File: src/rtl/assert_macros.svh
// ----------------------------------------------------------------------------
// assert_macros.svh
// Clocked assertion helpers for the ragged range gather block; each user
// module needs clk and arst_n in scope
// ----------------------------------------------------------------------------
`ifndef ASSERT_MACROS_SVH
`define ASSERT_MACROS_SVH

// property must hold at every clock edge outside reset
`define ASSERT_CLKD(lbl, prop, msg) \
	lbl: assert property (@(posedge clk) disable iff (!arst_n) prop) else $error(msg);

// expression must never be true at a clock edge outside reset
`define ASSERT_NEVER(lbl, expr, msg) \
	`ASSERT_CLKD(lbl, !(expr), msg)

`endif

File: src/rtl/rrg_pkg.sv
// ----------------------------------------------------------------------------
// rrg_pkg
// Shared sizes, command and result codes, and inter-module types for the
// ragged range gather block
// ----------------------------------------------------------------------------
package rrg_pkg;

	localparam int TABLE_ENTRIES = 1024;
	localparam int MAX_RUN       = 64;
	localparam int POS_BITS      = 32;

	localparam int ADDR_BITS = $clog2(TABLE_ENTRIES);
	localparam int RUN_BITS  = $clog2(MAX_RUN + 1);

	// fixed port widths
	localparam int IDX_W   = 10;
	localparam int BVAL_W  = 32;
	localparam int POSO_W  = 32;
	localparam int CMP_W   = ((ADDR_BITS > IDX_W) ? ADDR_BITS : IDX_W) + 1;

	localparam logic [1:0] CMD_LOAD   = 2'd0;
	localparam logic [1:0] CMD_GATHER = 2'd1;
	localparam logic [1:0] CMD_END    = 2'd2;
	localparam logic [1:0] CMD_BEGIN  = 2'd3;

	localparam logic [1:0] KIND_POS   = 2'd0;
	localparam logic [1:0] KIND_SPLIT = 2'd1;
	localparam logic [1:0] KIND_ERR   = 2'd2;

	localparam logic [2:0] ERR_NONE  = 3'd0;
	localparam logic [2:0] ERR_INDEX = 3'd1;
	localparam logic [2:0] ERR_DECR  = 3'd2;
	localparam logic [2:0] ERR_LONG  = 3'd3;
	localparam logic [2:0] ERR_SAT   = 3'd4;

	typedef logic [POS_BITS-1:0]  pos_t;
	typedef logic [ADDR_BITS-1:0] addr_t;

	typedef enum logic [2:0] {
		ST_IDLE,
		ST_RD0,
		ST_RD1,
		ST_SUB,
		ST_LIM,
		ST_ADD,
		ST_EMIT
	} state_t;

	typedef struct packed {
		logic  we;
		addr_t waddr;
		pos_t  wdata;
		logic  re;
		addr_t raddr;
	} mem_req_t;

	typedef struct packed {
		pos_t a;
		pos_t b;
		logic sub;
	} alu_req_t;

	typedef struct packed {
		pos_t sum;
		logic carry;
	} alu_rsp_t;

endpackage

File: src/rtl/rrg_seq.sv
// ----------------------------------------------------------------------------
// rrg_seq
// Command sequencer: decodes commands, reads the boundary pair, checks the
// run through the shared unit and steps out positions one per cycle
// ----------------------------------------------------------------------------
`include "assert_macros.svh"

module rrg_seq (
	input  logic                     clk,
	input  logic                     arst_n,
	input  logic                     start,
	output logic                     busy,
	input  logic [1:0]               cmd,
	input  logic [rrg_pkg::IDX_W-1:0]  table_addr,
	input  logic [rrg_pkg::BVAL_W-1:0] boundary_value,
	input  logic [rrg_pkg::IDX_W-1:0]  node_index,
	output rrg_pkg::mem_req_t        mem_req,
	input  rrg_pkg::pos_t            rd_data,
	output rrg_pkg::alu_req_t        alu_req,
	input  rrg_pkg::alu_rsp_t        alu_rsp,
	output logic                     strobe,
	output logic [1:0]               kind,
	output logic [rrg_pkg::POSO_W-1:0] position,
	output logic                     last,
	output logic [2:0]               error_code
);
	import rrg_pkg::*;

	state_t state_q, state_d;

	logic                accept;
	logic                begin_acc;
	logic                idx_ok;
	logic                addr_ok;
	logic                len_zero;
	logic [CMP_W-1:0]    node_p1;

	addr_t               node_q;
	pos_t                start_q;
	pos_t                len_q;
	logic [RUN_BITS-1:0] rem_q;
	pos_t                total_q;

	logic                res_vld;
	logic [1:0]          res_kind;
	pos_t                res_pos;
	logic                res_last;
	logic [2:0]          res_code;

	logic                strobe_q;
	logic [1:0]          kind_q;
	pos_t                pos_q;
	logic                last_q;
	logic [2:0]          code_q;

	assign busy      = (state_q != ST_IDLE);
	assign accept    = start && !busy;
	assign begin_acc = accept && (cmd == CMD_BEGIN);
	assign node_p1   = CMP_W'(node_index) + CMP_W'(1);
	assign idx_ok    = node_p1 < CMP_W'(TABLE_ENTRIES);
	assign addr_ok   = CMP_W'(table_addr) < CMP_W'(TABLE_ENTRIES);
	assign len_zero  = (len_q == '0);

	// next state
	always_comb begin
		state_d = state_q;
		unique case (state_q)
			ST_IDLE: begin
				if (accept && (cmd == CMD_GATHER) && idx_ok) begin
					state_d = ST_RD0;
				end
			end
			ST_RD0: state_d = ST_RD1;
			ST_RD1: state_d = ST_SUB;
			ST_SUB: state_d = alu_rsp.carry ? ST_LIM : ST_IDLE;
			ST_LIM: state_d = alu_rsp.carry ? ST_ADD : ST_IDLE;
			ST_ADD: begin
				if (alu_rsp.carry || len_zero) begin
					state_d = ST_IDLE;
				end else begin
					state_d = ST_EMIT;
				end
			end
			ST_EMIT: begin
				if (rem_q == RUN_BITS'(1)) begin
					state_d = ST_IDLE;
				end
			end
			default: state_d = ST_IDLE;
		endcase
	end

	// memory, shared unit and result selection
	always_comb begin
		mem_req.we    = accept && (cmd == CMD_LOAD) && addr_ok;
		mem_req.waddr = ADDR_BITS'(table_addr);
		mem_req.wdata = POS_BITS'(boundary_value);
		mem_req.re    = 1'b0;
		mem_req.raddr = node_q;
		alu_req.a     = '0;
		alu_req.b     = '0;
		alu_req.sub   = 1'b0;
		res_vld       = 1'b0;
		res_kind      = KIND_POS;
		res_pos       = '0;
		res_last      = 1'b1;
		res_code      = ERR_NONE;
		unique case (state_q)
			ST_IDLE: begin
				if (accept) begin
					unique case (cmd)
						CMD_BEGIN: begin
							res_vld  = 1'b1;
							res_kind = KIND_SPLIT;
						end
						CMD_END: begin
							res_vld  = 1'b1;
							res_kind = KIND_SPLIT;
							res_pos  = total_q;
						end
						CMD_GATHER: begin
							if (!idx_ok) begin
								res_vld  = 1'b1;
								res_kind = KIND_ERR;
								res_code = ERR_INDEX;
							end
						end
						CMD_LOAD: ;
					endcase
				end
			end
			ST_RD0: begin
				mem_req.re = 1'b1;
			end
			ST_RD1: begin
				mem_req.re    = 1'b1;
				mem_req.raddr = node_q + ADDR_BITS'(1);
			end
			ST_SUB: begin
				// end minus start, borrow means decreasing bounds
				alu_req.a   = rd_data;
				alu_req.b   = start_q;
				alu_req.sub = 1'b1;
				if (!alu_rsp.carry) begin
					res_vld  = 1'b1;
					res_kind = KIND_ERR;
					res_code = ERR_DECR;
				end
			end
			ST_LIM: begin
				alu_req.a   = POS_BITS'(MAX_RUN);
				alu_req.b   = len_q;
				alu_req.sub = 1'b1;
				if (!alu_rsp.carry) begin
					res_vld  = 1'b1;
					res_kind = KIND_ERR;
					res_code = ERR_LONG;
				end
			end
			ST_ADD: begin
				alu_req.a = total_q;
				alu_req.b = len_q;
				if (alu_rsp.carry) begin
					res_vld  = 1'b1;
					res_kind = KIND_ERR;
					res_pos  = '1;
					res_code = ERR_SAT;
				end
			end
			ST_EMIT: begin
				alu_req.a = start_q;
				alu_req.b = POS_BITS'(1);
				res_vld   = 1'b1;
				res_pos   = start_q;
				res_last  = (rem_q == RUN_BITS'(1));
			end
			default: ;
		endcase
	end

	always_ff @(posedge clk or negedge arst_n) begin
		if (!arst_n) begin
			state_q  <= ST_IDLE;
			strobe_q <= 1'b0;
			total_q  <= '0;
		end else begin
			state_q  <= state_d;
			strobe_q <= res_vld;
			if (begin_acc) begin
				total_q <= '0;
			end else if (state_q == ST_ADD) begin
				// saturate on overflow
				total_q <= alu_rsp.carry ? '1 : alu_rsp.sum;
			end
		end
	end

	always_ff @(posedge clk) begin
		if (accept) begin
			node_q <= ADDR_BITS'(node_index);
		end
		if (state_q == ST_RD1) begin
			start_q <= rd_data;
		end
		if (state_q == ST_SUB) begin
			len_q <= alu_rsp.sum;
		end
		if (state_q == ST_ADD) begin
			rem_q <= len_q[RUN_BITS-1:0];
		end
		if (state_q == ST_EMIT) begin
			start_q <= alu_rsp.sum;
			rem_q   <= rem_q - RUN_BITS'(1);
		end
		if (res_vld) begin
			kind_q <= res_kind;
			pos_q  <= res_pos;
			last_q <= res_last;
			code_q <= res_code;
		end
	end

	assign strobe     = strobe_q;
	assign kind       = kind_q;
	assign position   = POSO_W'(pos_q);
	assign last       = last_q;
	assign error_code = code_q;

	`ASSERT_CLKD(a_emit_gives_result, (state_q == ST_EMIT) |=> strobe_q, "emit cycle without result")
	`ASSERT_CLKD(a_mid_run_from_emit, (strobe_q && !last_q) |-> (kind_q == KIND_POS && $past(state_q == ST_EMIT)), "non-last result outside a run")
	`ASSERT_NEVER(a_emit_count_zero, (state_q == ST_EMIT) && (rem_q == '0), "emit with no positions left")
	`ASSERT_CLKD(a_total_no_drop, (total_q < $past(total_q)) |-> $past(begin_acc), "running total fell without begin")

endmodule

File: config.mk
export PLATFORM = sky130hd
export DESIGN_NAME = rrg_seq
export DESIGN_NICKNAME = d
export VERILOG_FILES = /design/src/rtl/rrg_pkg.sv /design/src/rtl/rrg_seq.sv
export VERILOG_INCLUDE_DIRS = /design/src /design/src/rtl
export SDC_FILE = /design/constraint.sdc
export NUM_CORES = 1
export LEC_CHECK = 0
export BUFFER_PORTS_ARGS = -buffer_cell sky130_fd_sc_hd__buf_4
export CELL_PAD_IN_SITES_DETAIL_PLACEMENT = 1
export CELL_PAD_IN_SITES_GLOBAL_PLACEMENT = 2
export CORE_ASPECT_RATIO = 1.4
export CORE_MARGIN = 2
export CORE_UTILIZATION = 29
export CTS_BUF_LIST = sky130_fd_sc_hd__clkbuf_2 sky130_fd_sc_hd__clkbuf_4 sky130_fd_sc_hd__clkbuf_8
export CTS_CLUSTER_SIZE = 16
export DETAILED_ROUTE_END_ITERATION = 8
export PLACE_DENSITY = 0.79
export SLEW_MARGIN = 20
export SYNTH_ARGS = -nofsm -noshare
export SYNTH_HDL_FRONTEND = slang
export SYNTH_SLANG_ARGS = --single-unit
File: constraint.sdc
create_clock -name clk -period 3.1 [get_ports clk]
set_clock_uncertainty 0.2 [all_clocks]
set_input_delay 0.31 -clock clk [delete_from_list [all_inputs] [get_ports clk]]
set_output_delay 0.31 -clock clk [all_outputs]
set_load 0.02 [all_outputs]
Yosys cells after proc, flatten, opt, wreduce, memory -nomap -nowiden
Cells that the tools add are included.
{"block": "word_totals", "output_inout_bits": 159, "wordCells": 84, "regBits": 155}
{"block": "classes", "n_addsub": 3, "order_cmp": 1, "reduce_logical": 18, "n_mux": 39, "n_eq_ne": 12}
{"operator": "two-way mux 32 bit", "count": 8}
{"operator": "one-hot mux 64 bit (4 select lines)", "count": 1}
{"operator": "one-hot mux 32 bit (3 select lines)", "count": 1}
{"operator": "zero test 32 bit", "count": 1}
{"operator": "two-way mux 3 bit", "count": 7}
{"operator": "one-hot mux 3 bit (7 select lines)", "count": 1}
{"operator": "two-way mux 7 bit", "count": 2}
{"operator": "two-way mux 2 bit", "count": 6}
{"operator": "one-hot mux 3 bit (4 select lines)", "count": 1}
{"operator": "adder 10 x 1 -> 11 bit (second input constant)", "count": 1}
{"operator": "less-than comparator 11 bit (second input constant)", "count": 1}
{"operator": "adder 10 x 1 -> 10 bit (second input constant)", "count": 1}
{"operator": "two-way mux 10 bit", "count": 1}
{"operator": "equality test 3 bit (second input constant)", "count": 3}
{"operator": "equality test 7 x 1 -> 1 bit (second input constant)", "count": 1}
{"operator": "two-way mux 1 bit", "count": 7}
{"operator": "subtractor 7 x 1 -> 7 bit (second input constant)", "count": 1}
{"operator": "equality test 3 x 2 -> 1 bit (second input constant)", "count": 2}
{"operator": "one-hot mux 2 bit (3 select lines)", "count": 1}
{"operator": "nonzero test 2 bit", "count": 3}
{"operator": "OR reduction 2 bit", "count": 3}
{"operator": "logical AND 1 bit", "count": 5}
{"operator": "equality test 2 bit (second input constant)", "count": 2}
{"operator": "!= test 2 bit (second input constant)", "count": 2}
{"operator": "other kinds (11)", "count": 11}

Depth between registers and ports, before layout
{"block": "logic_depth", "ltp_word": 7, "depth_mapped": 8, "depth_no_buf": 5}

Least setup slack after synthesis
OpenSTA, ideal clock, no wires.
{"block": "synth_path", "path_type": "flip-flop to flip-flop", "from": "register state_q[2]", "to": "register code_q[0], in the netlist error_code[0], enable pin", "setup_time_ns": 0.702, "synth_period_minus_slack_ns": 3.336, "path_stages_with_launch": 9, "setup_slack_ns": -0.236, "arrival_ns": 2.434, "path_cell_list": "dfrtp_1 -> buf_6 -> nor2b_1 -> buf_2 -> and3_1 -> clkbuf_1 -> buf_2 -> nor2_1 -> nand4_1"}
{"block": "synth_between", "elab_chain_cells": 5, "word_cells_on_any_way": 11}
{"element": "from (decl)", "line": "rrg_seq.sv:29", "rtl": "state_t state_q, state_d;"}
{"element": "from (signal assigned)", "line": "rrg_seq.sv:187", "rtl": "state_q <= state_d;"}
{"element": "nonzero test 3 bit", "line": "rrg_seq.sv:56", "rtl": "assign busy = (state_q != ST_IDLE);"}
{"element": "zero test 1 bit", "line": "rrg_seq.sv:57", "rtl": "assign accept = start && !busy;"}
{"element": "logical AND 1 bit", "line": "rrg_seq.sv:57"}
{"element": "two-way mux 1 bit", "line": "rrg_seq.sv:110", "rtl": "if (accept) begin"}
{"element": "one-hot mux 1 bit (4 select lines) *", "line": "rrg_seq.sv:108", "rtl": "unique case (state_q)"}
{"element": "named net res_vld", "line": "rrg_seq.sv:44", "rtl": "logic res_vld;"}
{"element": "to (signal assigned)", "line": "rrg_seq.sv:219", "rtl": "code_q <= res_code;"}
{"element": "to (decl)", "line": "rrg_seq.sv:54", "rtl": "logic [2:0] code_q;"}
Mark *: on every way through the listed nets, which the timed path passes. The rest lies on a longest branch.
A chain may end at the register's enable or synchronous reset.

==> impl_results.rst <==
.. list-table::
   :header-rows: 1

   * - Metric
     - Value
   * - Prevailing post-synth register cell
     - sky130_fd_sc_hd__edfxtp_1
   * - Die Y
     - 200 um
   * - Clock buffer depth
     - 2
   * - Syn avg cell area
     - 11.5 um^2
   * - Total number of cells along the worst setup path
     - 5
   * - Row count
     - 71
   * - Number of hold violations in the final report
     - 0
   * - Residual overflow from global routing
     - 0
   * - Min Tclk post-route
     - 2.90 ns
   * - Number of sinks driven by the clock tree
     - 155
   * - Combinational fraction of design power
     - between 40% and 50%
   * - Syn Std Cell Area
     - 0.00794 mm^2
   * - Flop and latch count out of synthesis
     - 155
   * - Sequential group share of total power
     - 38.5%
   * - Buffers & Inverters on Critical Path
     - 2
   * - DRT iter0 DRCs
     - 443
   * - CP Data Arrival Time
     - roughly 2.4 ns
   * - Critical Path End Type
     - output port
   * - Switching power total
     - between 3 and 4 mW
   * - CP max stage cell
     - sky130_fd_sc_hd__dfrtp_1
   * - Synth warn
     - 0
   * - Worst hold-check slack
     - 0.179 ns
   * - Number of distinct library cell variants in the gate-level netlist after synthesis
     - 41
   * - Number of nets still failing antenna checks after routing
     - 0
   * - Max_cap viols
     - 0
   * - Clock power share
     - about 17%
   * - Final GP Congestion
     - 0.740
   * - DRC violations left
     - 0
   * - Antenna diodes
     - 0
   * - IO Port Bufs
     - 196
   * - Number of fill cells
     - 2939
   * - Slew margin rel.
     - between 60% and 70%
   * - Top-level port count
     - 281
   * - Sequential element share of the synthesized area
     - 56.4%
   * - Most used cell along the critical path
     - sky130_fd_sc_hd__a22o_1
   * - Largest stage delay, worst path
     - 0.64 ns
   * - Area growth from synthesis to layout
     - 34.8%
   * - Outcome
     - finished clean
   * - Share of flip-flops with an asynchronous set or reset after synthesis
     - between 20% and 30%
   * - R2R cell count
     - 5
   * - Worst-case vdd ir drop
     - ~320 uV
   * - Critical setup path kind
     - reg2out
   * - Post-CTS clock slew at the launch and capture registers of the worst setup and hold paths
     - ~0.090 ns
   * - Synthesized instance count
     - 689
   * - Max Slew Vio Count
     - 0
   * - Nature of the critical path startpoint
     - flop
   * - Static leakage
     - 4.35 nW
   * - Layout cells sized above 1
     - 32.7%
   * - Final wirelength
     - 27100 um
   * - Power Internal
     - 5.80 mW
   * - Root buffer cell
     - sky130_fd_sc_hd__clkbuf_8
   * - Kind of cell with the highest combined delay on the critical path
     - flip-flops
   * - Fraction of power spent switching nets
     - 40.5%
   * - Avg Vias per Cell
     - ~5
   * - Cells traversed along the worst timing path
     - nor2b_4 > buf_12 > a22o_1 > a22o_1 > buf_4
   * - Post-synth net total
     - just over 800
   * - Clock insertion delay at the later pin of the skew report
     - around 0.46 ns
   * - Die outline width
     - roughly 140 um
   * - Die area
     - 0.0287 mm^2
   * - Pin count of the biggest net entering global routing
     - 50
   * - Gr usage total
     - 19.1%
   * - Total via count in the routed design
     - 6424
   * - Total of endpoints with negative setup slack in the final report
     - 0
   * - Multi-input gate area
     - 0.00284 mm^2
   * - Post-synth EDFFs
     - 119
   * - Slew at the pin closest to its max-slew limit
     - 0.580 ns
   * - Type of the tightest min-delay check
     - in2async
   * - Wire length of the first global-routing pass
     - between 40000 and 50000 um
   * - Initial cell density of the core
     - 29.5%
   * - Vias in the first global route
     - around 7000
   * - Worst endpoint required time
     - 2.59 ns
   * - Half-perimeter wire length after placement
     - between 15000 and 20000 um
   * - Critical Path Fanout Max
     - 20
   * - Share of the clock period used by the worst path after layout
     - just over 90%
   * - Pre-antenna DRT Iters
     - 5
   * - Sequential Area
     - around 0.0045 mm^2
   * - Upper clock frequency limit
     - 345 MHz
   * - TritonCTS buffer count
     - 17
   * - Placeable core region
     - 0.0269 mm^2
   * - Nets@finish
     - between 1000 and 1500
   * - RSZ-0062 raised after global routing
     - false
   * - Antenna violations before repair
     - 0
   * - Number of levels in the clock H-tree
     - 4
   * - Final Power
     - 9.75 mW
   * - Total power divided by cell area
     - roughly 910 mW/mm^2
   * - TritonCTS clock tree
     - yes
   * - Routed length per instance
     - 21.2 um
-- sequential cells by signal, indices dropped and copies added (netlist names) --
register and cells:
error_code 3, position 32, start_q 32, kind 2, rem_q 7, total_q 32
node_q 10, len_q 32, strobe 1, state_q 3, last 1
-- layout by cell type (no fill, tap or decap), types with 4 or more instances in the layout --
| cell type | instances |
|---|---|
| sky130_fd_sc_hd__dlygate4sd3_1 | 78 |
| sky130_fd_sc_hd__a22o_1 | 94 |
| sky130_fd_sc_hd__clkbuf_8 | 17 |
| sky130_fd_sc_hd__nand3b_1 | 4 |
| sky130_fd_sc_hd__xor2_1 | 4 |
| sky130_fd_sc_hd__a221o_1 | 32 |
| sky130_fd_sc_hd__dfrtp_1 | 34 |
| sky130_fd_sc_hd__xnor2_1 | 10 |
| sky130_fd_sc_hd__o21ai_0 | 9 |
| sky130_fd_sc_hd__inv_6 | 4 |
| sky130_fd_sc_hd__nor3_1 | 36 |
| sky130_fd_sc_hd__inv_1 | 4 |
| sky130_fd_sc_hd__nor3_2 | 30 |
| sky130_fd_sc_hd__buf_12 | 6 |
| sky130_fd_sc_hd__nor2b_1 | 4 |
| sky130_fd_sc_hd__edfxtp_1 | 119 |
| sky130_fd_sc_hd__nand4_1 | 8 |
| sky130_fd_sc_hd__nand3_1 | 4 |
| sky130_fd_sc_hd__nor4_1 | 10 |
| sky130_fd_sc_hd__nand2_1 | 118 |
| sky130_fd_sc_hd__buf_4 | 213 |
| sky130_fd_sc_hd__nor2_1 | 35 |
-- cells in the mapped netlist (all sizes together) (2+ instances only) --
| library cell | instances | share of area (%) |
|---|---|---|
| nor4 | 10 | 0.79 |
| nand2 | 120 | 5.8 |
| xor2 | 4 | 0.44 |
| nand3 | 4 | 0.25 |
| nand4 | 8 | 0.63 |
| o21ai | 9 | 0.57 |
| nor3 | 66 | 6.1 |
| nor2 | 37 | 2.0 |
| edfxtp | 119 | 45 |
| nand3b | 4 | 0.38 |
| ha | 3 | 0.47 |
| and3 | 3 | 0.24 |
| dfrtp | 36 | 11 |
| nor4b | 2 | 0.22 |
| o21ba | 2 | 0.25 |
| a22o | 94 | 10 |
| buf | 68 | 6.5 |
| and2 | 2 | 0.16 |
| a221o | 32 | 4.0 |
| clkbuf | 34 | 1.6 |
| xnor2 | 10 | 1.1 |
| inv | 4 | 0.19 |
| nor2b | 7 | 0.55 |
| a21oi | 2 | 0.13 |
-- per-layer routing --
metal | routed length [um] | GRT usage (%)
met1 | 10700 | 22.6
met5 | 0 | 0
met2 | 14900 | 35.5
met4 | 504 | 6.39
met3 | 1000 | 2.47
-- power by group through the flow --
stage	registers, mW	logic (mW)	clock network (mW)
floorplan	3.81	2.47	0
global placement	3.78	4.29	0
detailed placement	3.80	4.34	0
CTS	3.76	4.44	1.66
global route	3.83	4.70	1.73
finish	3.75	4.38	1.62
-- kinds of logic (layout without fill, tap and decap cells) --
group                      Yosys count  after routing  synth area share [%]
adders and majority gates            3              3                 0.473
muxes                                1              1                 0.142
DFF                                155            155                  56.4
and+or+nand+nor                    268            268                  17.5
buffers and inverters              107            333                  8.39
xor gates and xnor gates            14             14                  1.55
AOI/OAI and AO/OA                  141            141                  15.5
-- layout make-up --
class	instances	share of cell area, %
sequential	155	41.8
multi-input combinational	427	26.5
timing repair buffer	297	23.4
tap	365	4.27
clock buffer	18	2.26
clock inverter	13	1.54
inverter	5	0.187
-- worst paths after layout --
path | to | slack (ns) | start
max | alu_req[64] | 0.20 | state_q[0]$_DFFE_PN0P_
min | total_q[29]$_DFFE_PN0P_ | 0.18 | arst_n
max reg2reg | position[31]$_DFFE_PP_ | 0.61 | state_q[0]$_DFFE_PN0P_
min reg2reg | total_q[6]$_DFFE_PN0P_ | 0.38 | total_q[6]$_DFFE_PN0P_
max in group asynchronous | state_q[2]$_DFFE_PN0P_ | 2.11 | arst_n
min in group clk | state_q[2]$_DFFE_PN0P_ | 0.18 | alu_rsp[0]
-- worst register-to-register path: stages, from the launching register on --
cell and delay, ns:
sky130_fd_sc_hd__dfrtp_1 0.56, sky130_fd_sc_hd__or4b_4 0.61, sky130_fd_sc_hd__nor2_1 0.16, sky130_fd_sc_hd__nand3_1 0.14, sky130_fd_sc_hd__nand4_1 0.15, sky130_fd_sc_hd__buf_4 0.34
-- through the flow --
| step | cells | TNS, ns | instance area (um^2) | setup slack, ns | utilization, % |
|---|---|---|---|---|---|
| 4_1_cts | 1280 | 0 | 10700 | 0.150 | 39.7 |
| 2_1_floorplan | 689 | -4.85 | 7970 | -0.127 | - |
| 3_5_place_dp | 1171 | 0 | 9510 | 0.625 | 35.3 |
| 5_1_grt | 1280 | 0 | 10700 | 0.0326 | 39.8 |
| 6_report | 1280 | 0 | 10700 | 0.199 | 39.8 |
| 3_3_place_gp | 1171 | 0 | 9510 | 0.676 | 35.3 |
-- what timing repair did --
item,in CTS,in global routing
hold buffers,78,0
endpoints found under the hold margin,144,0
setup endpoints to repair,0,1
resized for setup,0,1
buffers inserted,0,0
Power figures use the tool's default switching activity.
