[src/rtl/assert_macros.svh]
// ----------------------------------------------------------------------------
// assert_macros.svh
// Clocked assertion helpers for the ragged range gather block; each user
// module needs clk and arst_n in scope
// ----------------------------------------------------------------------------
`ifndef ASSERT_MACROS_SVH
`define ASSERT_MACROS_SVH

// property must hold at every clock edge outside reset
`define ASSERT_CLKD(lbl, prop, msg) \
	lbl: assert property (@(posedge clk) disable iff (!arst_n) prop) else $error(msg);

// expression must never be true at a clock edge outside reset
`define ASSERT_NEVER(lbl, expr, msg) \
	`ASSERT_CLKD(lbl, !(expr), msg)

`endif

[src/rtl/rrg_pkg.sv]
// ----------------------------------------------------------------------------
// rrg_pkg
// Shared sizes, command and result codes, and inter-module types for the
// ragged range gather block
// ----------------------------------------------------------------------------
package rrg_pkg;

	localparam int TABLE_ENTRIES = 1024;
	localparam int MAX_RUN       = 64;
	localparam int POS_BITS      = 32;

	localparam int ADDR_BITS = $clog2(TABLE_ENTRIES);
	localparam int RUN_BITS  = $clog2(MAX_RUN + 1);

	// fixed port widths
	localparam int IDX_W   = 10;
	localparam int BVAL_W  = 32;
	localparam int POSO_W  = 32;
	localparam int CMP_W   = ((ADDR_BITS > IDX_W) ? ADDR_BITS : IDX_W) + 1;

	localparam logic [1:0] CMD_LOAD   = 2'd0;
	localparam logic [1:0] CMD_GATHER = 2'd1;
	localparam logic [1:0] CMD_END    = 2'd2;
	localparam logic [1:0] CMD_BEGIN  = 2'd3;

	localparam logic [1:0] KIND_POS   = 2'd0;
	localparam logic [1:0] KIND_SPLIT = 2'd1;
	localparam logic [1:0] KIND_ERR   = 2'd2;

	localparam logic [2:0] ERR_NONE  = 3'd0;
	localparam logic [2:0] ERR_INDEX = 3'd1;
	localparam logic [2:0] ERR_DECR  = 3'd2;
	localparam logic [2:0] ERR_LONG  = 3'd3;
	localparam logic [2:0] ERR_SAT   = 3'd4;

	typedef logic [POS_BITS-1:0]  pos_t;
	typedef logic [ADDR_BITS-1:0] addr_t;

	typedef enum logic [2:0] {
		ST_IDLE,
		ST_RD0,
		ST_RD1,
		ST_SUB,
		ST_LIM,
		ST_ADD,
		ST_EMIT
	} state_t;

	typedef struct packed {
		logic  we;
		addr_t waddr;
		pos_t  wdata;
		logic  re;
		addr_t raddr;
	} mem_req_t;

	typedef struct packed {
		pos_t a;
		pos_t b;
		logic sub;
	} alu_req_t;

	typedef struct packed {
		pos_t sum;
		logic carry;
	} alu_rsp_t;

endpackage

[src/rtl/rrg_unit.sv]
// ----------------------------------------------------------------------------
// rrg_unit
// Shared add/subtract unit with carry out; on subtract a clear carry means
// a borrow
// ----------------------------------------------------------------------------
module rrg_unit (
	input  rrg_pkg::alu_req_t req,
	output rrg_pkg::alu_rsp_t rsp
);
	import rrg_pkg::*;

	logic [POS_BITS:0] total;
	pos_t              b_eff;

	assign b_eff = req.sub ? ~req.b : req.b;
	assign total = {1'b0, req.a} + {1'b0, b_eff} + (POS_BITS + 1)'(req.sub);

	assign rsp.sum   = total[POS_BITS-1:0];
	assign rsp.carry = total[POS_BITS];

endmodule

[config.mk]
export PLATFORM = sky130hd
export DESIGN_NAME = rrg_unit
export DESIGN_NICKNAME = d
export VERILOG_FILES = /design/src/rtl/assert_macros.svh /design/src/rtl/rrg_pkg.sv /design/src/rtl/rrg_unit.sv
export SDC_FILE = /design/constraint.sdc
export NUM_CORES = 1
export LEC_CHECK = 0
export BUFFER_PORTS_ARGS = -buffer_cell sky130_fd_sc_hd__buf_2
export CAP_MARGIN = 0
export CORE_AREA = 2 2 78 65
export DETAILED_ROUTE_END_ITERATION = 8
export DIE_AREA = 0 0 80 67
export GPL_TIMING_DRIVEN = 0
export PLACE_DENSITY_LB_ADDON = 0.05
export SYNTH_ARGS = -nofsm -noshare
export SYNTH_HDL_FRONTEND = slang
export SYNTH_SLANG_ARGS = --single-unit
[constraint.sdc]
create_clock -name vclk -period 6.9
set_input_delay 0.345 -clock vclk [all_inputs]
set_output_delay 0.345 -clock vclk [all_outputs]
set_load 0.01 [all_outputs]
### Yosys cells after proc, flatten, opt, wreduce, memory -nomap -nowiden

Cells that the tools add are included.

| operators by class | value |
|---|---|
| add/sub/neg operators | 2 |
| mux-type cells | 1 |
| bitwise gates (word level) | 1 |

Operators by type and width:

| kind | count |
|---|---|
| 32-bit by 32-bit adder with 33-bit output | 1 |
| 33-bit by 1-bit adder with 33-bit output | 1 |
| 32-bit two-way mux | 1 |
| 32-bit inverter | 1 |

| word-level totals | value |
|---|---|
| logic and storage cells | 4 |
| register bits after elaboration | 0 |
| input bits | 65 |
| output and inout bits | 33 |

### Logic depth before layout (Yosys ltp)

Gate-level depths: netlist of run 1.

| logic depth | value |
|---|---|
| word-level depth | 4 |
| gate-level depth with buffers | 11 |

### Worst setup path before layout of run 1

No wires, ideal clock.

| timing | value |
|---|---|
| path kind | input port to output port |
| from | input req[0] in the netlist's numbering |
| to | output rsp[29] in the netlist's numbering |
| data required time | 6.555 ns |
| slack | 3.419 ns |
| cell stages on the path | 11 |
| buffers on the path | 2 |
| arrival time | 3.136 ns |
| cells stage by stage | buf_2 -> clkbuf_1 -> xor2_1 -> ha_1 -> a21o_1 -> a21o_1 -> a221o_1 -> a221o_1 -> a31o_2 -> nand4_1 -> nor4bb_1 |

RTL lines:

| what | line | source |
|---|---|---|
| start: declaration | rrg_unit.sv:7 | `input rrg_pkg::alu_req_t req,` |
| end: declaration | rrg_unit.sv:8 | `output rrg_pkg::alu_rsp_t rsp` |

==> tab_implementation.tex, run 1 <==
\begin{tabular}{lr}
\hline
Metric & Value \\
\hline
\multicolumn{2}{l}{\textbf{Die}} \\
\quad Initial cell density of the core & 46.6\% \\
\quad Row count & 22 \\
\quad Die Span X & 80 um \\
\quad Die Area & 5360 sq um \\
\quad Core area & 4510 sq um \\
\quad I/O pin count & 98 \\
\quad Die Y & 67 um \\
\multicolumn{2}{l}{\textbf{Critical path}} \\
\quad Worst endpoint required time & 6550 ps \\
\quad Maximum fanout encountered on the critical timing path & 10 \\
\quad Crit path launch type & primary input \\
\quad Arrival time reported for the critical path endpoint & 3660 ps \\
\quad Classification of the worst setup path & in -> out \\
\quad Endpoint type of the worst setup path & output pin \\
\multicolumn{2}{l}{\textbf{Global route}} \\
\quad First-pass GRT wire length & 9.00 mm \\
\quad Number of global-route vias before repair & 1975 \\
\quad GRT Residual Overflow & 0 \\
\quad Largest net degree at the start of global routing & 11 \\
\quad Initial antenna violation count & 0 \\
\quad GR Util All Layers & 20.1\% \\
\multicolumn{2}{l}{\textbf{Timing}} \\
\quad RSZ-0062 raised after global routing & false \\
\quad Final Hold Vio Count & 0 \\
\quad Number of slew-limit violations in the final report & 0 \\
\quad Setup TNS Final & 0 ps \\
\quad Final setup vio count & 0 \\
\quad Worst hold-check slack & 969 ps \\
\quad Max-slew headroom & 47.7\% \\
\quad Highest attainable clock frequency & 250 MHz \\
\quad Measured slew at the worst slew-check pin & 784 ps \\
\quad Tcrit/Tclk final & 58.0\% \\
\quad Period minus WS final & 4000 ps \\
\multicolumn{2}{l}{\textbf{Outcome}} \\
\quad Outcome & completed \\
\multicolumn{2}{l}{\textbf{Detailed routing}} \\
\quad Via density & 5.50 \\
\quad Post-detailed-route wirelength per cell & 12.9 um \\
\quad Drt first pass iters & 4 \\
\quad Routed wire length & 5.74 mm \\
\quad Antenna-violating nets left & 0 \\
\quad Starting DRC count in detailed routing & 104 \\
\quad Overall via count from detail\_route & 2435 \\
\quad DRC errors left & 0 \\
\multicolumn{2}{l}{\textbf{Logic synthesis}} \\
\quad Synth area leaders & ha\_1 20\%, xor2\_1 17\%, a21oi\_1 7.4\% \\
\quad Post-synth top area cell & ha\_1 \\
\quad Number of warnings reported in the yosys synthesis log & 0 \\
\quad Synth Net Count & 386 \\
\quad Cell variety after synth & 46 \\
\quad Part of the Yosys area used for sequential elements & 0\% \\
\quad Post-synthesis instance area & 2110 sq um \\
\quad Most repeated cell in the gate-level netlist after synthesis & xor2\_1 \\
\quad Cells after synthesis & 286 \\
\quad Mean area per synthesized cell & 7.36 sq um \\
\quad Area share of the leading cell type in the synthesized netlist & 20.2\% \\
\quad Synth cell count leaders & 41 x xor2\_1, 34 x ha\_1, 31 x a21oi\_1 \\
\multicolumn{2}{l}{\textbf{Min path}} \\
\quad Path category of the worst min-delay check & in -> out \\
\multicolumn{2}{l}{\textbf{Layout}} \\
\quad Core Util, Final & 59.1\% \\
\quad Clock tree buffer count of the final layout & 0 \\
\quad Area added between synthesis and finish & 26.6\% \\
\quad Share of layout cells above drive strength 1 & 26.9\% \\
\quad Total Nets Final & 485 \\
\quad Reg area & 0 sq um \\
\quad Count of inserted antenna diode cells & 0 \\
\quad Sequential cell count & 0 \\
\multicolumn{2}{l}{\textbf{Flow run}} \\
\quad Max-cap violations & 0 \\
\multicolumn{2}{l}{\textbf{Placed design}} \\
\quad Detailed Place HPWL & 4.84 mm \\
\quad GP Congestion & 0.900 \\
\quad I/O Buffers & 97 \\
\multicolumn{2}{l}{\textbf{Clock network}} \\
\quad Setup repair bufs after CTS & 0 \\
\quad CTS Hold Buffers Added & 0 \\
\quad Quantity of gates resized following cts & 0 \\
\multicolumn{2}{l}{\textbf{Pwr}} \\
\quad Power Dens Cells & 149 nW/um\^{}2 \\
\quad Maximum ir drop on the vdd rail & 71.1 uV \\
\quad Static leakage & 0.00141 uW \\
\hline
\end{tabular}
critical path, stage by stage:
cell and delay, ps:
buf_2 140, clkbuf_1 570, xor2_1 270, ha_1 310
a21o_1 200, a21o_1 180, a221o_1 360, a221o_1 300
a31o_2 250, a2111oi_0 440, nor4bb_1 140, buf_2 160
routing by layer:
metal | part of all wire [%] | GRT usage [%]
met1 | 53 | 32.5
met4 | 0.37 | 0.636
met3 | 7.1 | 0.542
met5 | 0 | 0
met2 | 40 | 30.5
path summary, 6_finish.rpt:
| kind | end | cells after the start | start | slack, ps |
|---|---|---|---|---|
| worst min-delay path | rsp[1] | 3 | req[33] | 970 |
| worst max-delay path | rsp[29] | 12 | req[0] | 2900 |
per-stage QoR:
stage               std cells  setup slack, ps  area (sq um)  total power [uW]
CTS                       443             2900          2670               397
detailed placement        443             2920          2670               394
global placement          443             2940          2670               392
global route              443             2730          2670               439
finish                    443             2900          2670               398
floorplan                 286             3420          2110               271
cells by family (layout without fill, tap and decap cells):
family                     Yosys count  in the layout  share of synthesized area (%)
adders and majority gates           35             35                           21.2
AOI/OAI and AO/OA                  102            102                           32.9
muxes                                2              2                          0.951
xor gates and xnor gates            58             58                           24.1
buffers and inverters               17            114                           3.15
and+or+nand+nor                     72             72                           17.7
cell type report:
cell class,instances,area [sq um]
plain buffers,8,32.5
inverters,9,33.8
multi-input cells,269,2040
repair buffers,97,485
fillers,442,1850
well taps,60,75.1
power breakdown:
group	switching (uW)	internal, uW	leakage [uW]
Clock	0	0	0
Combinational	222	176	0.00141
Sequential	0	0	0
Total	222	176	0.00141
cells in the final DEF (no fill, tap or decap), types with 6 or more instances in the layout:
master	n
xnor2_1	17
buf_2	99
nand2_1	19
nand3_1	12
a21o_1	16
clkbuf_1	6
o21ai_0	8
and3_1	6
xor2_1	41
nor2_1	10
inv_1	9
a21oi_1	31
o21bai_1	6
ha_1	34
Note: power is estimated with default switching activity, not from simulation.
==> inputs of run 2 (changes only) <==
--- a/config.mk
+++ b/config.mk
@@ -7,9 +7,9 @@
 export LEC_CHECK = 0
 export BUFFER_PORTS_ARGS = -buffer_cell sky130_fd_sc_hd__buf_2
 export CAP_MARGIN = 0
-export CORE_AREA = 2 2 78 65
+export CORE_AREA = 2 2 80 67
 export DETAILED_ROUTE_END_ITERATION = 8
-export DIE_AREA = 0 0 80 67
+export DIE_AREA = 0 0 82 69
 export GPL_TIMING_DRIVEN = 0
 export PLACE_DENSITY_LB_ADDON = 0.05
 export SYNTH_ARGS = -nofsm -noshare
==> constraint.sdc (replaced) <==
create_clock -name vclk -period 3.4
set_input_delay 0.17 -clock vclk [all_inputs]
set_output_delay 0.17 -clock vclk [all_outputs]
set_load 0.01 [all_outputs]
==> tab_implementation.tex, run 2 (synthesis gave the netlist of run 1 again) <==
\begin{tabular}{lr}
\hline
Metric & Value \\
\hline
\multicolumn{2}{l}{\textbf{Layout}} \\
\quad Area added between synthesis and finish & 27.5\% \\
\quad Reg area & 0 sq um \\
\quad Sequential cell count & 0 \\
\quad Clock tree buffer count of the final layout & 0 \\
\quad Share of layout cells above drive strength 1 & 28.3\% \\
\quad Total Nets Final & 484 \\
\quad Footprint of the multi-input gates & 2050 sq um \\
\quad Commonest cells after routing, fill and taps aside & 99 x buf\_2, 41 x xor2\_1, 34 x ha\_1 \\
\quad Count of fill cells added during filler insertion & 502 \\
\quad Count of inserted antenna diode cells & 0 \\
\quad Commonest non-fill, non-tap cell in the layout & buf\_2 \\
\multicolumn{2}{l}{\textbf{Die}} \\
\quad Row count & 23 \\
\quad Initial cell density of the core & 43.6\% \\
\quad I/O pin count & 98 \\
\quad Die Area & 5660 sq um \\
\quad Die Y & 69 um \\
\quad Die Span X & 82 um \\
\quad Core area & 4830 sq um \\
\multicolumn{2}{l}{\textbf{Detailed routing}} \\
\quad DRC errors left & 0 \\
\quad Via density & 5.49 \\
\quad Starting DRC count in detailed routing & 126 \\
\quad Overall via count from detail\_route & 2438 \\
\quad Post-detailed-route wirelength per cell & 13.3 um \\
\quad Antenna-violating nets left & 0 \\
\quad Routed wire length & 5.90 mm \\
\quad Drt first pass iters & 4 \\
\multicolumn{2}{l}{\textbf{Placed design}} \\
\quad GP Congestion & 0.881 \\
\quad Place WS & -231 ps \\
\quad I/O Buffers & 97 \\
\quad Detailed Place HPWL & 5.06 mm \\
\multicolumn{2}{l}{\textbf{Global route}} \\
\quad GR Util All Layers & 19.8\% \\
\quad First-pass GRT wire length & 9.43 mm \\
\quad GRT Residual Overflow & 0 \\
\quad Initial antenna violation count & 0 \\
\quad Number of global-route vias before repair & 2052 \\
\quad Largest net degree at the start of global routing & 11 \\
\multicolumn{2}{l}{\textbf{Outcome}} \\
\quad Outcome & completed \\
\multicolumn{2}{l}{\textbf{Pwr}} \\
\quad Static leakage & 0.00142 uW \\
\quad Power Dens Cells & 303 nW/um\^{}2 \\
\quad Maximum ir drop on the vdd rail & 126 uV \\
\quad Post-layout total power & 814 uW \\
\multicolumn{2}{l}{\textbf{Critical path}} \\
\quad Critical path cell sequence & buf\_2 -> clkbuf\_4 -> xor2\_1 -> ha\_1 -> o21a\_1 -> o211ai\_1 -> or4b\_1 -> a211o\_1 -> a31oi\_2 -> nor4b\_1 -> a311oi\_2 -> buf\_2 \\
\quad Maximum fanout encountered on the critical timing path & 10 \\
\quad Top cell by count, worst path & buf\_2 \\
\quad Classification of the worst setup path & in -> out \\
\quad Crit path launch type & primary input \\
\quad Endpoint type of the worst setup path & output pin \\
\quad Arrival time reported for the critical path endpoint & 3080 ps \\
\quad Worst endpoint required time & 3230 ps \\
\quad Slowest stage delay, CP & 560 ps \\
\quad Slowest cell on the critical path & or4b\_1 \\
\multicolumn{2}{l}{\textbf{Timing}} \\
\quad Tcrit/Tclk final & 95.5\% \\
\quad Worst Setup Slack, final & 154 ps \\
\quad Max-slew headroom & 69.9\% \\
\quad Number of slew-limit violations in the final report & 0 \\
\quad Final setup vio count & 0 \\
\quad Measured slew at the worst slew-check pin & 452 ps \\
\quad Highest attainable clock frequency & 308 MHz \\
\quad Final Hold Vio Count & 0 \\
\quad Period minus WS final & 3250 ps \\
\multicolumn{2}{l}{\textbf{Min path}} \\
\quad Path category of the worst min-delay check & in -> out \\
\multicolumn{2}{l}{\textbf{Flow run}} \\
\quad Max-cap violations & 0 \\
\multicolumn{2}{l}{\textbf{Clock network}} \\
\quad Setup repair bufs after CTS & 0 \\
\quad CTS Hold Buffers Added & 0 \\
\hline
\end{tabular}
[run 2: cell count changes in the layout (fill, tap and decap cells not counted), sizes merged]
cell / change
clkbuf: -2
buf: +1
[run 2: report_power, final]
part           total [uW]  internal, uW  switching, uW  leakage [uW]
Sequential              0             0              0             0
Combinational         814           361            453       0.00142
Clock                   0             0              0             0
Total                 814           361            453       0.00142
[run 2: through the flow]
stage | area (sq um) | instances | utilization, % | setup TNS [ps] | hold WS [ps]
after floorplan | 2110 | 286 | - | 0 | 416
after global placement | 2670 | 445 | 55.2 | -888 | 618
after detailed placement | 2670 | 445 | 55.2 | -978 | 629
after CTS | 2670 | 445 | 55.3 | 0 | 629
after global routing | 2690 | 444 | 55.5 | -24.6 | 655
final | 2690 | 444 | 55.5 | 0 | 626
[run 2: path summary, 6_finish.rpt]
path / to / startpoint / cells past startpoint / slack (ps)
max: rsp[26] / req[0] / 12 / 150
min: rsp[1] / req[33] / 3 / 630
[run 2: layout make-up]
| cell class | count | share of cell area, % |
|---|---|---|
| repair buffers | 97 | 18.1 |
| well taps | 62 | 2.89 |
| plain buffers | 7 | 1.40 |
| multi-input cells | 269 | 76.4 |
| inverters | 9 | 1.26 |
[run 2: worst max-delay path: cells and delay by family]
kind	cells	cell delay (ps)
buf+inv	3	540
xor+xnor	1	190
simple gates	2	650
fa+ha+maj	1	370
compound gates	5	1150
[run 2: metal layers]
layer	track usage, %	share of wire (%)	routed length [um]
met5	0	0	0
met4	0.556	0.25	15
met3	0.393	6.4	377
met2	28.8	42	2480
met1	33.3	51	3020
[run 2: repair_timing]
item                                    in CTS  in global routing
endpoints found under the setup margin       8                  7
pin swaps                                    0                  0
gates resized for setup                      3                  8
==> inputs of run 3 (changes only) <==
--- a/config.mk
+++ b/config.mk
@@ -11,7 +11,7 @@
 export DETAILED_ROUTE_END_ITERATION = 8
 export DIE_AREA = 0 0 82 69
 export GPL_TIMING_DRIVEN = 0
-export PLACE_DENSITY_LB_ADDON = 0.05
+export PLACE_DENSITY_LB_ADDON = 0.15
 export SYNTH_ARGS = -nofsm -noshare
 export SYNTH_HDL_FRONTEND = slang
 export SYNTH_SLANG_ARGS = --single-unit
==> tab_implementation.tex, run 3 (synthesis gave the netlist of run 1 again) <==
\begin{tabular}{lr}
\hline
Metric & Value \\
\hline
\multicolumn{2}{l}{\textbf{Placed design}} \\
\quad Detailed Place HPWL & 4.96 mm \\
\quad GP Congestion & 0.858 \\
\quad Place WS & -195 ps \\
\quad I/O Buffers & 97 \\
\multicolumn{2}{l}{\textbf{Die}} \\
\quad Die Y & 69 um \\
\quad Initial cell density of the core & 43.6\% \\
\quad I/O pin count & 98 \\
\quad Core area & 4830 sq um \\
\quad Row count & 23 \\
\quad Die Span X & 82 um \\
\quad Die Area & 5660 sq um \\
\multicolumn{2}{l}{\textbf{Detailed routing}} \\
\quad Drt first pass iters & 4 \\
\quad Routed wire length & 5.85 mm \\
\quad Via density & 5.39 \\
\quad Overall via count from detail\_route & 2402 \\
\quad Post-detailed-route wirelength per cell & 13.1 um \\
\quad Starting DRC count in detailed routing & 87 \\
\quad DRC errors left & 0 \\
\quad Antenna-violating nets left & 0 \\
\multicolumn{2}{l}{\textbf{Global route}} \\
\quad GR Util All Layers & 19.2\% \\
\quad Initial antenna violation count & 0 \\
\quad Largest net degree at the start of global routing & 11 \\
\quad First-pass GRT wire length & 9.20 mm \\
\quad GRT Residual Overflow & 0 \\
\quad Number of global-route vias before repair & 2083 \\
\multicolumn{2}{l}{\textbf{Critical path}} \\
\quad Crit path launch type & primary input \\
\quad Arrival time reported for the critical path endpoint & 3100 ps \\
\quad Slowest cell on the critical path & or4b\_1 \\
\quad Classification of the worst setup path & in -> out \\
\quad Top cell by count, worst path & buf\_2 \\
\quad Critical path cell sequence & buf\_2 -> clkbuf\_4 -> xor2\_1 -> ha\_1 -> o21a\_1 -> o211ai\_1 -> or4b\_1 -> a211o\_1 -> a31oi\_2 -> nor4b\_1 -> a311oi\_2 -> buf\_2 \\
\quad Endpoint type of the worst setup path & output pin \\
\quad Slowest stage delay, CP & 590 ps \\
\quad Worst endpoint required time & 3230 ps \\
\quad Maximum fanout encountered on the critical timing path & 10 \\
\multicolumn{2}{l}{\textbf{Timing}} \\
\quad Final Hold Vio Count & 0 \\
\quad Max-slew headroom & 64.6\% \\
\quad Setup TNS Final & 0 ps \\
\quad Number of slew-limit violations in the final report & 0 \\
\quad Highest attainable clock frequency & 306 MHz \\
\quad Worst Setup Slack, final & 131 ps \\
\quad Tcrit/Tclk final & 96.1\% \\
\quad Period minus WS final & 3270 ps \\
\quad Final setup vio count & 0 \\
\quad Measured slew at the worst slew-check pin & 531 ps \\
\quad Worst hold-check slack & 626 ps \\
\multicolumn{2}{l}{\textbf{Layout}} \\
\quad Core Util, Final & 55.7\% \\
\quad Clock tree buffer count of the final layout & 0 \\
\quad Commonest non-fill, non-tap cell in the layout & buf\_2 \\
\quad Sequential cell count & 0 \\
\quad Commonest cells after routing, fill and taps aside & 99 x buf\_2, 41 x xor2\_1, 34 x ha\_1 \\
\quad Share of layout cells above drive strength 1 & 28.1\% \\
\quad Footprint of the multi-input gates & 2050 sq um \\
\quad Total Nets Final & 486 \\
\quad Area added between synthesis and finish & 27.9\% \\
\quad Count of inserted antenna diode cells & 0 \\
\quad Count of fill cells added during filler insertion & 509 \\
\quad Reg area & 0 sq um \\
\multicolumn{2}{l}{\textbf{Outcome}} \\
\quad Outcome & completed \\
\multicolumn{2}{l}{\textbf{Pwr}} \\
\quad Maximum ir drop on the vdd rail & 137 uV \\
\quad Post-layout total power & 813 uW \\
\quad Static leakage & 0.00143 uW \\
\quad Power Dens Cells & 302 nW/um\^{}2 \\
\multicolumn{2}{l}{\textbf{Min path}} \\
\quad Path category of the worst min-delay check & in -> out \\
\quad Depth of the worst hold-timing path & 3 \\
\multicolumn{2}{l}{\textbf{Flow run}} \\
\quad Max-cap violations & 0 \\
\multicolumn{2}{l}{\textbf{Clock network}} \\
\quad CTS Hold Buffers Added & 0 \\
\hline
\end{tabular}
==> run 3: cell types whose count changed in the layout (fill, tap and decap cells not counted) <==
| cell | change |
|---|---|
| a21oi_2 | -1 |
| a21oi_1 | +1 |
| buf_4 | +1 |
| clkbuf_1 | +1 |
==> run 3: critical path: cells and delay by family <==
family | cells | cell delay, ps
adder cells (fa/ha/maj) | 1 | 370
AND/OR/NAND/NOR | 2 | 680
buffers and inverters | 3 | 530
AO/OA/AOI/OAI | 5 | 1160
XOR/XNOR | 1 | 180
==> run 3: metal layers <==
layer	part of all wire, %	GRT usage [%]
met5	0	0
met4	0	0
met3	6.1	0.131
met2	43	30.1
met1	51	31.0
==> run 3: path summary, 6_finish.rpt <==
kind	startpoint	endpoint	slack [ps]
setup / recovery	req[0]	rsp[26]	130
hold / removal	req[33]	rsp[1]	630
==> run 3: repair_timing <==
item | in CTS | in global routing
pin swaps | 0 | 1
resized for setup | 3 | 7
endpoints found under the setup margin | 6 | 6
buffers inserted | 0 | 1
==> run 3: layout make-up <==
cell class / instances / share of cell area, %
Tap cell: 62 / 2.88
Multi-Input combinational cell: 269 / 76.0
Buffer: 8 / 1.53
Inverter: 9 / 1.25
Timing Repair Buffer: 98 / 18.3
==> run 3: where the power goes <==
group / internal [uW] / switching, uW
Combinational: 362 / 452
Sequential: 0 / 0
Clock: 0 / 0
Total: 362 / 452
==> run 3: per-stage QoR <==
stage,std cells,instance area (sq um)
floorplan,286,2110
global placement,445,2670
detailed placement,445,2670
CTS,445,2670
global route,446,2690
finish,446,2690
